--- src/hdl/frame_timestamp_regenerator_core_assert.svh ---
// Assertion macros shared by the frame timestamp regenerator RTL.
`ifndef FRAME_TIMESTAMP_REGENERATOR_CORE_ASSERT_SVH
`define FRAME_TIMESTAMP_REGENERATOR_CORE_ASSERT_SVH
`ifndef ASSERT_OFF
`define FTR_ASSERT(lbl, prop, msg) lbl: assert property (@(posedge clk_i) \
  disable iff (!rst_ni) prop) else $error(msg);
`define FTR_ASSERT_NEVER(lbl, cond, msg) `FTR_ASSERT(lbl, !(cond), msg)
`else
`define FTR_ASSERT(lbl, prop, msg)
`define FTR_ASSERT_NEVER(lbl, cond, msg)
`endif
`endif

--- src/hdl/ftr_pkg.sv ---
// Types and constants shared by the frame timestamp regenerator modules.
package ftr_pkg;
  localparam int unsigned QUEUE_DEPTH = 64;
  localparam int unsigned CNT_W = $clog2(QUEUE_DEPTH + 1);
  localparam int unsigned QAW = (QUEUE_DEPTH > 1) ? $clog2(QUEUE_DEPTH) : 1;
  localparam int unsigned DIV_W = (CNT_W > 2) ? CNT_W : 2;
  localparam int unsigned TIME_W = 62;
  localparam int unsigned TAG_W = 16;
  localparam int unsigned CFG_W = 40;
  localparam int unsigned FC_W = 32;
  localparam int unsigned PROD_W = 64;
  // Width of the frame-time offset; frame 2^32 at the half rate still fits.
  localparam int unsigned FT_W = 52;

  // Whole part of one frame period in 100 ns units; the thirds are added by phase.
  localparam logic [FT_W-1:0] FT_STEP_FULL = 52'd333666;
  localparam logic [FT_W-1:0] FT_STEP_HALF = 52'd667333;

  localparam logic [CFG_W-1:0] MAX_GAP_RST = 40'd30000000;
  localparam logic [CFG_W-1:0] MAX_JITTER_RST = 40'd2500000;

  localparam logic [1:0] REG_INTERP = 2'd0;
  localparam logic [1:0] REG_HALF = 2'd1;
  localparam logic [1:0] REG_MAX_GAP = 2'd2;
  localparam logic [1:0] REG_MAX_JITTER = 2'd3;

  typedef enum logic [1:0] {
    KIND_TS_FIXED,
    KIND_TS_INTERP,
    KIND_FRAME
  } kind_e;

  typedef struct packed {
    kind_e             kind;
    logic [TIME_W-1:0] sample_time;
    logic [TAG_W-1:0]  frame_tag;
  } cmd_t;

  typedef struct packed {
    logic             interp;
    logic             half;
    logic [CFG_W-1:0] max_gap;
    logic [CFG_W-1:0] max_jitter;
    logic             clear;
  } cfg_t;
endpackage

--- src/hdl/ftr_ram.sv ---
// Generic single-write, single-read RAM with registered read data.
module ftr_ram #(
  parameter int unsigned WIDTH = 16,
  parameter int unsigned DEPTH = 64,
  parameter int unsigned AW = (DEPTH > 1) ? $clog2(DEPTH) : 1
) (
  input  logic             clk_i,
  input  logic             we_i,
  input  logic [AW-1:0]    waddr_i,
  input  logic [WIDTH-1:0] wdata_i,
  input  logic             re_i,
  input  logic [AW-1:0]    raddr_i,
  output logic [WIDTH-1:0] rdata_o
);
  logic [WIDTH-1:0] mem_q [DEPTH];
  logic [WIDTH-1:0] rdata_q;

  always_ff @(posedge clk_i) begin
    if (we_i) begin
      mem_q[waddr_i] <= wdata_i;
    end
    if (re_i) begin
      rdata_q <= mem_q[raddr_i];
    end
  end

  assign rdata_o = rdata_q;
endmodule

--- src/hdl/ftr_div.sv ---
// Radix-2 restoring divider: 64-bit dividend by a narrow divisor.
module ftr_div (
  input  logic                       clk_i,
  input  logic                       rst_ni,
  input  logic                       start_i,
  input  logic [ftr_pkg::PROD_W-1:0] dividend_i,
  input  logic [ftr_pkg::DIV_W-1:0]  divisor_i,
  output logic                       busy_o,
  output logic                       done_o,
  output logic [ftr_pkg::PROD_W-1:0] quot_o
);
  import ftr_pkg::*;

  logic                       busy_q, done_q;
  logic [$clog2(PROD_W)-1:0]  cnt_q;
  logic [PROD_W-1:0]          dvd_q;
  logic [DIV_W:0]             rem_q;
  logic [DIV_W-1:0]           dsr_q;
  logic [DIV_W:0]             trial;
  logic                       qbit;

  assign trial = {rem_q[DIV_W-1:0], dvd_q[PROD_W-1]};
  assign qbit  = (trial >= {1'b0, dsr_q});

  always_ff @(posedge clk_i or negedge rst_ni) begin
    if (!rst_ni) begin
      busy_q <= 1'b0;
      done_q <= 1'b0;
      cnt_q  <= '0;
      dvd_q  <= '0;
      rem_q  <= '0;
      dsr_q  <= '0;
    end else begin
      done_q <= 1'b0;
      if (start_i && !busy_q) begin
        busy_q <= 1'b1;
        cnt_q  <= '0;
        dvd_q  <= dividend_i;
        rem_q  <= '0;
        dsr_q  <= divisor_i;
      end else if (busy_q) begin
        rem_q <= qbit ? (trial - {1'b0, dsr_q}) : trial;
        dvd_q <= {dvd_q[PROD_W-2:0], qbit};
        cnt_q <= cnt_q + 1'b1;
        if (cnt_q == '1) begin
          busy_q <= 1'b0;
          done_q <= 1'b1;
        end
      end
    end
  end

  assign busy_o = busy_q;
  assign done_o = done_q;
  assign quot_o = dvd_q;
endmodule

--- src/hdl/ftr_front.sv ---
// Front end: configuration registers, input classification and command queue.
module ftr_front (
  input  logic                       clk_i,
  input  logic                       rst_ni,
  input  logic                       s_axis_tvalid_i,
  output logic                       s_axis_tready_o,
  input  logic [79:0]                s_axis_tdata_i,
  input  logic                       s_axis_tuser_i,
  input  logic                       cfg_we_i,
  input  logic [1:0]                 cfg_idx_i,
  input  logic [ftr_pkg::CFG_W-1:0]  cfg_wdata_i,
  output ftr_pkg::cfg_t              cfg_o,
  output logic                       cmd_valid_o,
  output ftr_pkg::cmd_t              cmd_o,
  input  logic                       cmd_pop_i
);
  import ftr_pkg::*;

  logic             interp_q, half_q, clear_q;
  logic [CFG_W-1:0] gap_q, jit_q;
  cmd_t             fifo_q [2];
  logic             wr_q, rd_q;
  logic [1:0]       cnt_q;
  logic             push, pop;
  cmd_t             entry;

  always_ff @(posedge clk_i or negedge rst_ni) begin
    if (!rst_ni) begin
      interp_q <= 1'b0;
      half_q   <= 1'b0;
      gap_q    <= MAX_GAP_RST;
      jit_q    <= MAX_JITTER_RST;
      clear_q  <= 1'b0;
    end else begin
      clear_q <= 1'b0;
      if (cfg_we_i) begin
        case (cfg_idx_i)
          REG_INTERP: begin
            clear_q  <= (cfg_wdata_i[0] != interp_q);
            interp_q <= cfg_wdata_i[0];
          end
          REG_HALF: begin
            clear_q <= (cfg_wdata_i[0] != half_q);
            half_q  <= cfg_wdata_i[0];
          end
          REG_MAX_GAP:    gap_q <= cfg_wdata_i;
          REG_MAX_JITTER: jit_q <= cfg_wdata_i;
          default: ;
        endcase
      end
    end
  end

  always_comb begin
    entry.kind = s_axis_tuser_i ? KIND_FRAME : (interp_q ? KIND_TS_INTERP : KIND_TS_FIXED);
    entry.sample_time = s_axis_tdata_i[TIME_W-1:0];
    entry.frame_tag = s_axis_tdata_i[TIME_W+TAG_W-1:TIME_W];
  end

  assign s_axis_tready_o = (cnt_q != 2'd2);
  assign push = s_axis_tvalid_i && s_axis_tready_o;
  assign pop  = cmd_pop_i && (cnt_q != 2'd0);

  always_ff @(posedge clk_i or negedge rst_ni) begin
    if (!rst_ni) begin
      wr_q  <= 1'b0;
      rd_q  <= 1'b0;
      cnt_q <= 2'd0;
    end else begin
      if (push) begin
        fifo_q[wr_q] <= entry;
        wr_q <= !wr_q;
      end
      if (pop) begin
        rd_q <= !rd_q;
      end
      cnt_q <= cnt_q + {1'b0, push} - {1'b0, pop};
    end
  end

  assign cmd_valid_o = (cnt_q != 2'd0);
  assign cmd_o = fifo_q[rd_q];

  always_comb begin
    cfg_o.interp     = interp_q;
    cfg_o.half       = half_q;
    cfg_o.max_gap    = gap_q;
    cfg_o.max_jitter = jit_q;
    cfg_o.clear      = clear_q;
  end
endmodule

--- src/hdl/ftr_back.sv ---
// Back end: timing state, pending-frame queue, divider sequencing, result register.
`include "frame_timestamp_regenerator_core_assert.svh"
module ftr_back (
  input  logic          clk_i,
  input  logic          rst_ni,
  input  ftr_pkg::cfg_t cfg_i,
  input  logic          cmd_valid_i,
  input  ftr_pkg::cmd_t cmd_i,
  output logic          cmd_pop_o,
  output logic          m_axis_tvalid_o,
  input  logic          m_axis_tready_i,
  output logic [143:0]  m_axis_tdata_o,
  output logic          m_axis_tlast_o
);
  import ftr_pkg::*;

  typedef enum logic [3:0] {
    S_IDLE, S_DISPATCH, S_CHK, S_MUL, S_DIVS, S_DIVW, S_RD, S_RDW, S_EMIT
  } state_e;

  state_e            state_q;
  kind_e             kind_q;
  logic [TIME_W-1:0] t_q, base_q, st_q;
  logic [TAG_W-1:0]  tag_q;
  logic              bv_q, flush_q;
  logic [FC_W-1:0]   fc_q;
  logic [FT_W-1:0]   ft_q;
  logic [1:0]        ph_q;
  logic [TIME_W:0]   nom_q;
  logic [CNT_W-1:0]  pcnt_q, idx_q, cnt_q;
  logic [PROD_W-1:0] prod_q;
  logic              ov_q, ol_q;
  logic [143:0]      od_q;
  logic [TAG_W-1:0]  em_tag_q;
  logic              em_has_q, em_last_q;
  logic [TIME_W-1:0] em_st_q, em_en_q;

  logic [TIME_W-1:0]      dur;
  logic [CNT_W-1:0]       idx1;
  logic [64+CNT_W-1:0]    prod_i;
  logic [FT_W-1:0]        ft_step;
  logic [PROD_W:0]        sum;
  logic [TIME_W:0]        t_ext, diff;
  logic                   div_start, div_busy, div_done;
  logic [PROD_W-1:0]      quot;
  logic                   ram_we, ram_re;
  logic [TAG_W-1:0]       ram_rdata;
  logic                   slot_free, is_flush;

  assign dur    = t_q - base_q;
  assign idx1   = idx_q + CNT_W'(1);
  assign prod_i = (64+CNT_W)'(dur) * (64+CNT_W)'(idx1);
  assign sum    = (PROD_W+1)'(base_q) + (PROD_W+1)'(quot);
  assign t_ext  = (TIME_W+1)'(t_q);
  assign diff   = (nom_q >= t_ext) ? (nom_q - t_ext) : (t_ext - nom_q);
  assign slot_free = !ov_q || m_axis_tready_i;
  assign is_flush = !bv_q || (base_q >= t_q) ||
                    ((TIME_W+1)'(base_q) + (TIME_W+1)'(cfg_i.max_gap) < (TIME_W+1)'(t_q));

  // The period in 100 ns units is a whole part plus one third or two thirds, so the
  // offset of the next frame grows by the whole part plus one on some phases of three.
  always_comb begin
    if (cfg_i.half) begin
      ft_step = FT_STEP_HALF + FT_W'(ph_q == 2'd2);
    end else begin
      ft_step = FT_STEP_FULL + FT_W'(ph_q != 2'd0);
    end
  end

  assign cmd_pop_o = (state_q == S_IDLE) && cmd_valid_i;
  assign div_start = (state_q == S_DIVS);
  assign ram_re    = (state_q == S_RD);
  assign ram_we    = (state_q == S_DISPATCH) && (kind_q == KIND_FRAME) && cfg_i.interp &&
                     bv_q && (pcnt_q < CNT_W'(QUEUE_DEPTH));

  ftr_div u_div (
    .clk_i      (clk_i),
    .rst_ni     (rst_ni),
    .start_i    (div_start),
    .dividend_i (prod_q),
    .divisor_i  (DIV_W'(cnt_q)),
    .busy_o     (div_busy),
    .done_o     (div_done),
    .quot_o     (quot)
  );

  ftr_ram #(.WIDTH(TAG_W), .DEPTH(QUEUE_DEPTH)) u_ram (
    .clk_i   (clk_i),
    .we_i    (ram_we),
    .waddr_i (pcnt_q[QAW-1:0]),
    .wdata_i (tag_q),
    .re_i    (ram_re),
    .raddr_i (idx_q[QAW-1:0]),
    .rdata_o (ram_rdata)
  );

  always_ff @(posedge clk_i or negedge rst_ni) begin
    if (!rst_ni) begin
      state_q <= S_IDLE;
      kind_q <= KIND_TS_FIXED;
      t_q <= '0; base_q <= '0; st_q <= '0; tag_q <= '0;
      bv_q <= 1'b0; flush_q <= 1'b0;
      fc_q <= '0; ft_q <= '0; ph_q <= 2'd0; nom_q <= '0;
      pcnt_q <= '0; idx_q <= '0; cnt_q <= '0;
      prod_q <= '0;
      ov_q <= 1'b0; ol_q <= 1'b0; od_q <= '0;
      em_tag_q <= '0; em_has_q <= 1'b0; em_last_q <= 1'b0;
      em_st_q <= '0; em_en_q <= '0;
    end else begin
      if (m_axis_tready_i) begin
        ov_q <= 1'b0;
      end
      if (cfg_i.clear) begin
        bv_q <= 1'b0; base_q <= '0; fc_q <= '0; pcnt_q <= '0;
        ft_q <= '0; ph_q <= 2'd0;
      end
      case (state_q)
        S_IDLE: begin
          if (cmd_valid_i) begin
            kind_q <= cmd_i.kind;
            t_q <= cmd_i.sample_time;
            tag_q <= cmd_i.frame_tag;
            state_q <= S_DISPATCH;
          end
        end
        S_DISPATCH: begin
          case (kind_q)
            KIND_FRAME: begin
              fc_q <= fc_q + FC_W'(1);
              if (fc_q == '1) begin
                ft_q <= '0; ph_q <= 2'd0;
              end else begin
                ft_q <= ft_q + ft_step;
                ph_q <= (ph_q == 2'd2) ? 2'd0 : ph_q + 2'd1;
              end
              if (cfg_i.interp && bv_q) begin
                if (ram_we) begin
                  pcnt_q <= pcnt_q + CNT_W'(1);
                end
                state_q <= S_IDLE;
              end else if (bv_q) begin
                em_tag_q <= tag_q; em_has_q <= 1'b1; em_last_q <= 1'b1;
                em_st_q <= base_q + TIME_W'(ft_q);
                em_en_q <= base_q + TIME_W'(ft_q) + TIME_W'(ft_step);
                state_q <= S_EMIT;
              end else begin
                em_tag_q <= tag_q; em_has_q <= 1'b0; em_last_q <= 1'b1;
                em_st_q <= '0; em_en_q <= '0;
                state_q <= S_EMIT;
              end
            end
            KIND_TS_FIXED: begin
              if (!bv_q) begin
                base_q <= t_q; bv_q <= 1'b1; fc_q <= '0;
                ft_q <= '0; ph_q <= 2'd0;
                state_q <= S_IDLE;
              end else begin
                nom_q <= (TIME_W+1)'(base_q) + (TIME_W+1)'(ft_q);
                state_q <= S_CHK;
              end
            end
            default: begin
              cnt_q <= pcnt_q;
              idx_q <= '0;
              st_q <= base_q;
              flush_q <= is_flush;
              if (pcnt_q == '0) begin
                base_q <= t_q; bv_q <= 1'b1;
                state_q <= S_IDLE;
              end else begin
                state_q <= S_RD;
              end
            end
          endcase
        end
        S_CHK: begin
          if (diff > (TIME_W+1)'(cfg_i.max_jitter)) begin
            base_q <= t_q; fc_q <= '0; ft_q <= '0; ph_q <= 2'd0;
          end
          state_q <= S_IDLE;
        end
        S_MUL: begin
          prod_q <= prod_i[PROD_W-1:0];
          state_q <= S_DIVS;
        end
        S_DIVS: begin
          state_q <= S_DIVW;
        end
        S_DIVW: begin
          if (div_done) begin
            em_tag_q <= ram_rdata; em_has_q <= 1'b1;
            em_last_q <= (idx1 == cnt_q);
            em_st_q <= st_q; em_en_q <= sum[TIME_W-1:0];
            st_q <= sum[TIME_W-1:0];
            state_q <= S_EMIT;
          end
        end
        S_RD: begin
          state_q <= S_RDW;
        end
        S_RDW: begin
          if (flush_q) begin
            em_tag_q <= ram_rdata; em_has_q <= 1'b0;
            em_last_q <= (idx1 == cnt_q);
            em_st_q <= '0; em_en_q <= '0;
            state_q <= S_EMIT;
          end else begin
            state_q <= S_MUL;
          end
        end
        S_EMIT: begin
          if (slot_free) begin
            ov_q <= 1'b1;
            ol_q <= em_last_q;
            od_q <= {3'b000, em_en_q, em_st_q, em_has_q, em_tag_q};
            if (kind_q == KIND_TS_INTERP) begin
              if (em_last_q) begin
                pcnt_q <= '0; base_q <= t_q; bv_q <= 1'b1;
                state_q <= S_IDLE;
              end else begin
                idx_q <= idx1;
                state_q <= S_RD;
              end
            end else begin
              state_q <= S_IDLE;
            end
          end
        end
        default: state_q <= S_IDLE;
      endcase
    end
  end

  assign m_axis_tvalid_o = ov_q;
  assign m_axis_tdata_o  = od_q;
  assign m_axis_tlast_o  = ol_q;

  `FTR_ASSERT_NEVER(a_pcnt_bound, pcnt_q > CNT_W'(QUEUE_DEPTH), "pending count overflow")
  `FTR_ASSERT(a_div_start_idle, div_start |-> !div_busy, "divider started while busy")
  `FTR_ASSERT(a_pop_valid, cmd_pop_o |-> cmd_valid_i, "pop from empty command queue")
  `FTR_ASSERT(a_ram_we_room, ram_we |-> (pcnt_q < CNT_W'(QUEUE_DEPTH)), "write to full queue")
endmodule

--- src/hdl/frame_timestamp_regenerator_core.sv ---
// Sequence: a frame released at once passes IDLE, DISPATCH and EMIT into the output register;
// a queued frame frees the back end from DISPATCH and a fixed-mode timestamp after CHK.
// Each interpolated release passes RD, RDW, MUL, DIVS, DIVW (64-step serial divider) and EMIT;
// a flushed queue releases each item through RD, RDW and EMIT.
// Throughput: one item at a time in the back end; an output stall holds it in EMIT.
// Reset (rst_ni low, asynchronous) clears all control state; the tag RAM is not cleared.
module frame_timestamp_regenerator_core (
  input  logic                      clk_i,
  input  logic                      rst_ni,
  input  logic                      s_axis_tvalid_i,
  output logic                      s_axis_tready_o,
  // tdata: sample_time [61:0], frame_tag [77:62], zero fill [79:78]
  input  logic [79:0]               s_axis_tdata_i,
  // tuser: cmd (0 timestamp, 1 decoded frame)
  input  logic                      s_axis_tuser_i,
  output logic                      m_axis_tvalid_o,
  input  logic                      m_axis_tready_i,
  // tdata: out_tag [15:0], has_time [16], start_time [78:17], end_time [140:79], zero fill
  output logic [143:0]              m_axis_tdata_o,
  output logic                      m_axis_tlast_o,
  input  logic                      cfg_we_i,
  input  logic [1:0]                cfg_idx_i,
  input  logic [ftr_pkg::CFG_W-1:0] cfg_wdata_i
);
  import ftr_pkg::*;

  // The front holds the registers and classifies each item; the back owns timing state.
  cfg_t cfg;
  cmd_t cmd;
  logic cmd_valid, cmd_pop;

  ftr_front u_front (
    .clk_i           (clk_i),
    .rst_ni          (rst_ni),
    .s_axis_tvalid_i (s_axis_tvalid_i),
    .s_axis_tready_o (s_axis_tready_o),
    .s_axis_tdata_i  (s_axis_tdata_i),
    .s_axis_tuser_i  (s_axis_tuser_i),
    .cfg_we_i        (cfg_we_i),
    .cfg_idx_i       (cfg_idx_i),
    .cfg_wdata_i     (cfg_wdata_i),
    .cfg_o           (cfg),
    .cmd_valid_o     (cmd_valid),
    .cmd_o           (cmd),
    .cmd_pop_i       (cmd_pop)
  );

  // Results leave through a registered output stage inside the back end.
  ftr_back u_back (
    .clk_i           (clk_i),
    .rst_ni          (rst_ni),
    .cfg_i           (cfg),
    .cmd_valid_i     (cmd_valid),
    .cmd_i           (cmd),
    .cmd_pop_o       (cmd_pop),
    .m_axis_tvalid_o (m_axis_tvalid_o),
    .m_axis_tready_i (m_axis_tready_i),
    .m_axis_tdata_o  (m_axis_tdata_o),
    .m_axis_tlast_o  (m_axis_tlast_o)
  );
endmodule
--- config.mk ---
export PLATFORM = sky130hd
export DESIGN_NAME = frame_timestamp_regenerator_core
export DESIGN_NICKNAME = d
export VERILOG_FILES = /design/src/hdl/ftr_pkg.sv /design/src/hdl/ftr_ram.sv /design/src/hdl/ftr_div.sv /design/src/hdl/ftr_front.sv /design/src/hdl/ftr_back.sv /design/src/hdl/frame_timestamp_regenerator_core.sv
export VERILOG_INCLUDE_DIRS = /design/src /design/src/hdl
export SDC_FILE = /design/constraint.sdc
export NUM_CORES = 2
export LEC_CHECK = 0
export ABC_CLOCK_PERIOD_IN_PS = 15300
export BUFFER_PORTS_ARGS = -buffer_cell sky130_fd_sc_hd__buf_2
export CORE_ASPECT_RATIO = 1.25
export CORE_MARGIN = 8
export CORE_UTILIZATION = 35
export CTS_BUF_LIST = sky130_fd_sc_hd__clkbuf_4 sky130_fd_sc_hd__clkbuf_8
export CTS_CLUSTER_DIAMETER = 150
export DETAILED_ROUTE_END_ITERATION = 6
export PLACE_DENSITY = 0.59
export SKIP_LAST_GASP = 1
export SLEW_MARGIN = 20
export SYNTH_ARGS = -nofsm -noshare
export SYNTH_HDL_FRONTEND = slang
export SYNTH_SLANG_ARGS = --single-unit
--- constraint.sdc ---
create_clock -name clk_i -period 15.3 [get_ports clk_i]
set_clock_uncertainty 0.15 [all_clocks]
set_input_delay 1.53 -clock clk_i [delete_from_list [all_inputs] [get_ports clk_i]]
set_output_delay 1.53 -clock clk_i [all_outputs]
set_load 0.03 [all_outputs]
Yosys cells after proc, flatten, opt, wreduce, memory -nomap -nowiden
Memories as Yosys holds them, arrays and structs flattened. A register that Yosys moved wholly into a read port is not among the register bits.
Cells that the tools add are included.
Word-level totals
  ROM bits: 0
  bits in registers: 822
  logic and storage cells: 249
  bits in writable memories: 1184
  memories: 2
  bits in latches: 0
Memories
  u_back.u_ram.mem_q: words 64, width 16, read ports 1, clocked after memory_dff 1, write ports 1, RTL line ftr_ram.sv:15  | logic [WIDTH-1:0] mem_q [DEPTH];
  u_front.fifo_q: words 2, width 80, read ports 1, clocked after memory_dff 1, write ports 1, RTL line ftr_front.sv:21  | cmd_t fifo_q [2];
Operators by class
  shifts and indexed selects: 0
  $add $sub $neg: 19
  $lt $le $gt $ge: 6
  multipliers: 1
  equality and inequality tests: 29
  reductions and logical operators: 42
  muxes and demuxes: 114
  divide/modulo/power cells: 0
  bitwise logic cells: 1
Operators with widths (count)
  two-way mux 62 bit: 17
  one-hot mux 62 bit (3 select lines): 3
  two-way mux 52 bit: 5
  one-hot mux 62 bit (2 select lines): 2
  one-hot mux 52 bit (2 select lines): 2
  two-way mux 64 bit: 2
  one-hot mux 32 bit (2 select lines): 2
  adder 62 x 52 -> 62 bit: 2
  two-way mux 7 bit: 14
  two-way mux 32 bit: 3
  multiplier 62 x 7 -> 64 bit: 1
  two-way mux 16 bit: 4
  adder 62 x 40 -> 63 bit: 1
  adder 62 x 52 -> 63 bit: 1
  >= comparator 63 x 62 -> 1 bit: 1
  > comparator 63 x 40 -> 1 bit: 1
  less-than comparator 63 x 62 -> 1 bit: 1
  two-way mux 63 bit: 1
  subtractor 62 x 63 -> 63 bit: 1
  subtractor 63 x 62 -> 63 bit: 1
  adder 62 bit: 1
  >= comparator 62 bit: 1
  subtractor 62 bit: 1
  adder 52 bit: 1
  other kinds (48): 143

Depth between registers and ports, before layout
  word-level depth: 9
  mapped depth: 38
  depth with buffers taken out: 37

Cells and area by module
Synthesis repeated with hierarchy kept, for this count alone.
Second synthesis, totals
  cells, all modules: 11041
  area, all modules: 122645.1 sq um
Modules (own cells, without submodules)
  ftr_back: instances 1, area an instance 69235.2 sq um, cells an instance 8364
  ftr_ram: instances 1, area an instance 40138.5 sq um, cells an instance 1820
  ftr_front: instances 1, area an instance 9120.0 sq um, cells an instance 451
  ftr_div: instances 1, area an instance 4151.5 sq um, cells an instance 406

Worst setup path after synthesis
No wires, ideal clock.
  path type: flip-flop to flip-flop
  start: reg u_back.base_q[13]
  end: reg u_back.prod_q[63]
  stages on the path, launching flop included: 36
  required time: 15067 ps
  path slack: 6873 ps
  arrival time: 8194 ps
  path through: dfrtp_1 inv_1 ha_1 clkbuf_1 a211oi_1 o211ai_1 nand4_1 nand3b_1 a311oi_1 o21ai_0 a21oi_1 o221ai_1 a221oi_1 o21ai_0 a21oi_1 o31ai_1 xnor2_1 nor2_1 fa_1 fa_1 fa_1 inv_1 fa_1 inv_1 ha_1 clkbuf_1 nand3_1 or3_1 o311ai_0 nand2_1 a221o_1 a21oi_1 o22ai_1 xnor3_1 xnor3_1 o21ai_0
Between the ends
  word-level cells in the longest chain between the ends: 2
Ends and longest elaborated chain
  start, declared: RTL line ftr_back.sv:23  | logic [TIME_W-1:0] t_q, base_q, st_q;
  start signal, assigned: RTL line ftr_back.sv:101  | t_q <= '0; base_q <= '0; st_q <= '0; tag_q <= '0;
  start signal, assigned: RTL line ftr_back.sv:114  | bv_q <= 1'b0; base_q <= '0; fc_q <= '0; pcnt_q <= '0;
  start signal, assigned: RTL line ftr_back.sv:154  | base_q <= t_q; bv_q <= 1'b1; fc_q <= '0;
  subtractor 62 bit: RTL line ftr_back.sv:50  | assign dur = t_q - base_q;
  multiplier 62 x 7 -> 64 bit: RTL line ftr_back.sv:52  | assign prod_i = (64+CNT_W)'(dur) * (64+CNT_W)'(idx1);
  end signal, assigned: RTL line ftr_back.sv:183  | prod_q <= prod_i[PROD_W-1:0];
  end, declared: RTL line ftr_back.sv:31  | logic [PROD_W-1:0] prod_q;
Every way passes these cells.
A chain may end at the register's enable or synchronous reset.

Worst setup path after layout
  start: reg u_back.base_q[7]
  end: reg u_back.prod_q[62]
The elaborated chain is that of the path after synthesis.

==> impl_summary.txt <==
----------------------------------------------------
[Critical path]
  Maximum fanout along the worst path ... 7
  Crit path DAT ... 12,180 ps
  Setup crit end kind ... flop
  R2R cell count ... 37
  Most repeated library cell on the critical path ... a21oi_1
  FF-to-FF Start ... u_back.base_q[7]$_DFF_PN0_
  Category of the most critical setup path ... flop to flop
  Terminus of the critical flop-to-flop path ... u_back.prod_q[62]$_DFFE_PN0P_
  Required time worst endpoint ... 16,050 ps
  Peak per-stage delay on the critical path ... 840 ps
  Type of origin of the critical path ... flop
  Minimum setup slack among reg-to-reg paths ... 3870 ps
  Critical-path cell with the highest stage delay ... dfrtp_1

[Synth]
  Post-synthesis cell area ... 123,000 µm²
  Main flop type after synthesis ... edfxtp_1
  Post-synth EDFFs ... 1,200
  Register bit total from synthesis ... 2,102
  Seq/Total Area, Yosys ... 0.478
  Synth cell types ... 106
  Fraction of synthesis flops using an asynchronous set or reset pin ... 0.429
  Count of synthesis-stage warnings from yosys ... 0
  Average cell area after synthesis ... 10.9 µm²
  Cells after synthesis ... 11,289

[Routing]
  Total number of vias ... 92,215
  Routed wl met2 ... 210 mm
  Max layer used ... met5
  DRC violations left ... 0
  Routed wire per std cell ... 26.8 µm
  Sum of met3 wire segment lengths after detailed routing ... 26.2 mm
  DRC violation total after the first TritonRoute iteration ... 7,594
  Final wirelength ... 442 mm
  Number of routed nets with antenna violations ... 0
  First-pass detailed-route iteration total ... 6
  Detailed-routing wirelength on met1 ... 163 mm
  Vias per cell ... 5.58

[Die]
  Y dimension of the die ... 678 µm
  Effective utilization at floorplan ... 0.351
  Site row count ... 243
  Io pins ... 275
  Die Width ... 546 µm
  Area of the die ... 370,000 µm²
  Core footprint ... 350,000 µm²

[STA]
  Period utilisation layout ... 0.747
  Final hold violation count ... 0
  Final worst path period need ... 11,430 ps
  Max frequency ... 87.5 MHz
  Final Max Tran Viols ... 0
  Pin slew with the least headroom to its limit ... 1310 ps
  Total setup violations reported at the end of the flow ... 0
  RSZ-0062 raised after global routing ... false
  Summed negative setup slack over all endpoints ... 0 ps
  Slew HR ... 0.126

[GRT]
  Sum of overflow across all layers after global routing ... 0
  Antenna violations before repair ... 36
  Total Routing Usage GR ... 0.230
  Wire length of the first global-routing pass ... 637 mm
  Number of global-route vias before repair ... 92,292
  Largest net degree at the start of global routing ... 163

[Clocking]
  # clock sinks ... 2,102
  Cts hold-fix bufs ... 0
  Clock tree from TritonCTS ... done
  Root buffer selected by CTS ... clkbuf_8
  Clock Latency Late Sink ... 1110 ps
  Max clock buf depth ... 4
  Post-CTS Setup Inserts ... 0
  CTS resizes ... 0
  H-tree levels ... 5
  Clock-pin slew reported for the worst setup and hold paths after clock tree synthesis ... 70 ps
  Num CTS Buffers ... 347

[Placed design]
  Cell count after placement ... 15,876
  Final weighted congestion of routability-driven global placement ... 1.01
  Total of buffers placed on input and output ports ... 269
  Placed wire-length estimate after detailed placement ... 328 mm

[Power]
  Pwr Density ... 240 nW/µm²
  Worst-case vdd ir drop ... 179 µV
  Cell leakage power ... 55.1 nW

[Finish]
  Area growth syn-to-layout ... 11.9%
  Layout Nets ... 12,550
  Post-Layout Cell Count ... 16,527
  Proportion of layout cells with a drive suffix above 1 ... 0.153

[Min path]
  Path class of the lowest-slack min-delay path ... primary input to async pin

[Run]
  Number of max-cap violations ... 0

[Status]
  Run status ... completed

----------------------------------------------------
[power by group]
part	switching (W)	total (W)	internal, W
Combinational	0.0126	0.0188	0.00619
Clock	0.00241	0.00523	0.00283
Sequential	0.00144	0.00883	0.00739
Total	0.0165	0.0329	0.0164
[cells in the final DEF (no fill, tap or decap), drive strengths merged, types with 69 or more instances in the layout]
master	instances
clkinv	88
a221oi	76
a211oi	99
mux2	333
xor2	149
mux2i	391
a21oi	747
xnor2	281
mux4	144
clkbuf	500
o221ai	79
a31oi	120
and3	72
fa	300
edfxtp	1200
nand2b	77
a21o	280
o21bai	88
nand2	972
o21ai	810
or2	69
ha	551
nand3	173
nor2b	87
o22ai	127
inv	629
buf	522
nor3	181
dfrtp	884
nand4	130
nor2	932
[flip-flops by register name, indices dropped and copies added, names as in the netlist, 32 cells and up]
register / flops
u_back.u_ram.mem_q: 1024
u_back.em_en_q: 62
u_back.ft_q: 52
u_back.m_axis_tdata_o: 141
u_front.gap_q: 40
u_front.jit_q: 40
u_back.fc_q: 32
u_back.base_q: 62
u_back.em_st_q: 62
u_front.fifo_q: 160
u_back.nom_q: 63
u_back.st_q: 62
u_back.prod_q: 64
u_back.t_q: 62
u_back.u_div.quot_o: 64
[synthesized netlist by cell type, types with 300 or more instances]
master       n  area share
edfxtp_1  1200        0.29
dfrtp_1    884        0.18
a21oi_1    745       0.030
clkbuf_1   468       0.014
mux2_2     333       0.031
mux2i_1    391       0.032
inv_1      613       0.019
ha_1       551       0.056
nor2_1     931       0.028
nand2_1    972       0.030
o21ai_0    803       0.033
fa_1       300       0.049
[kinds of logic (layout without fill, tap and decap cells)]
group / count (synthesis) / in the layout / share of synthesized area
compound gates: 2906 / 2906 / 0.150
xor+xnor: 434 / 434 / 0.0316
fa+ha+maj: 851 / 851 / 0.105
buf+inv: 1206 / 1761 / 0.0377
flops: 2102 / 2102 / 0.478
mux: 868 / 868 / 0.0889
other cells: 1 / 29 / 0.0000306
simple gates: 2921 / 2921 / 0.109
[final cells by class]
class | instances | area, µm²
fillers | 34208 | 212000
inverters | 615 | 2310
clock buffers | 500 | 6150
diodes | 26 | 65.1
multi-input cells | 7983 | 59800
repair buffers | 522 | 3310
clock inverters | 124 | 1080
well taps | 4655 | 5820
flip-flops and latches | 2102 | 58700
[worst max path at each step]
stage | endpoint | cells after the start | start
floorplan | u_back.prod_q[63]$_DFFE_PN0P_ | 35 | u_back.base_q[13]$_DFF_PN0_
global placement | u_back.prod_q[63]$_DFFE_PN0P_ | 33 | u_back.base_q[7]$_DFF_PN0_
detailed placement | u_back.prod_q[62]$_DFFE_PN0P_ | 37 | u_back.base_q[7]$_DFF_PN0_
CTS | u_back.prod_q[62]$_DFFE_PN0P_ | 37 | u_back.base_q[7]$_DFF_PN0_
global route | u_back.prod_q[62]$_DFFE_PN0P_ | 37 | u_back.base_q[7]$_DFF_PN0_
finish | u_back.prod_q[62]$_DFFE_PN0P_ | 37 | u_back.base_q[7]$_DFF_PN0_
[critical path, delay by kind of cell (launching register included)]
| kind | cells | cell delay (ps) |
|---|---|---|
| adder cells (fa/ha/maj) | 6 | 2820 |
| XOR/XNOR | 2 | 980 |
| buffers and inverters | 4 | 460 |
| flip-flops | 1 | 840 |
| AO/OA/AOI/OAI | 22 | 5540 |
| AND/OR/NAND/NOR | 3 | 430 |
[metal layers]
metal	up-vias	global-route usage
met4	12	0.184
met5	-	0
met2	3178	0.386
met1	46100	0.261
li1	41908	-
met3	1017	0.0372
[stage by stage]
| stage | worst slack [ps] | power (W) | hold slack [ps] | instance area (µm²) | utilization |
|---|---|---|---|---|---|
| final | 3870 | 0.0329 | 279 | 137000 | 0.393 |
| after global routing | 3330 | 0.0348 | 228 | 137000 | 0.392 |
| after CTS | 3910 | 0.0328 | 183 | 137000 | 0.392 |
| after detailed placement | 4050 | 0.0275 | 315 | 130000 | 0.372 |
| after global placement | 4070 | 0.0274 | 310 | 130000 | 0.371 |
| after floorplan | 6870 | 0.0202 | 288 | 123000 | - |
No activity file was read; power rests on OpenSTA's default activity.
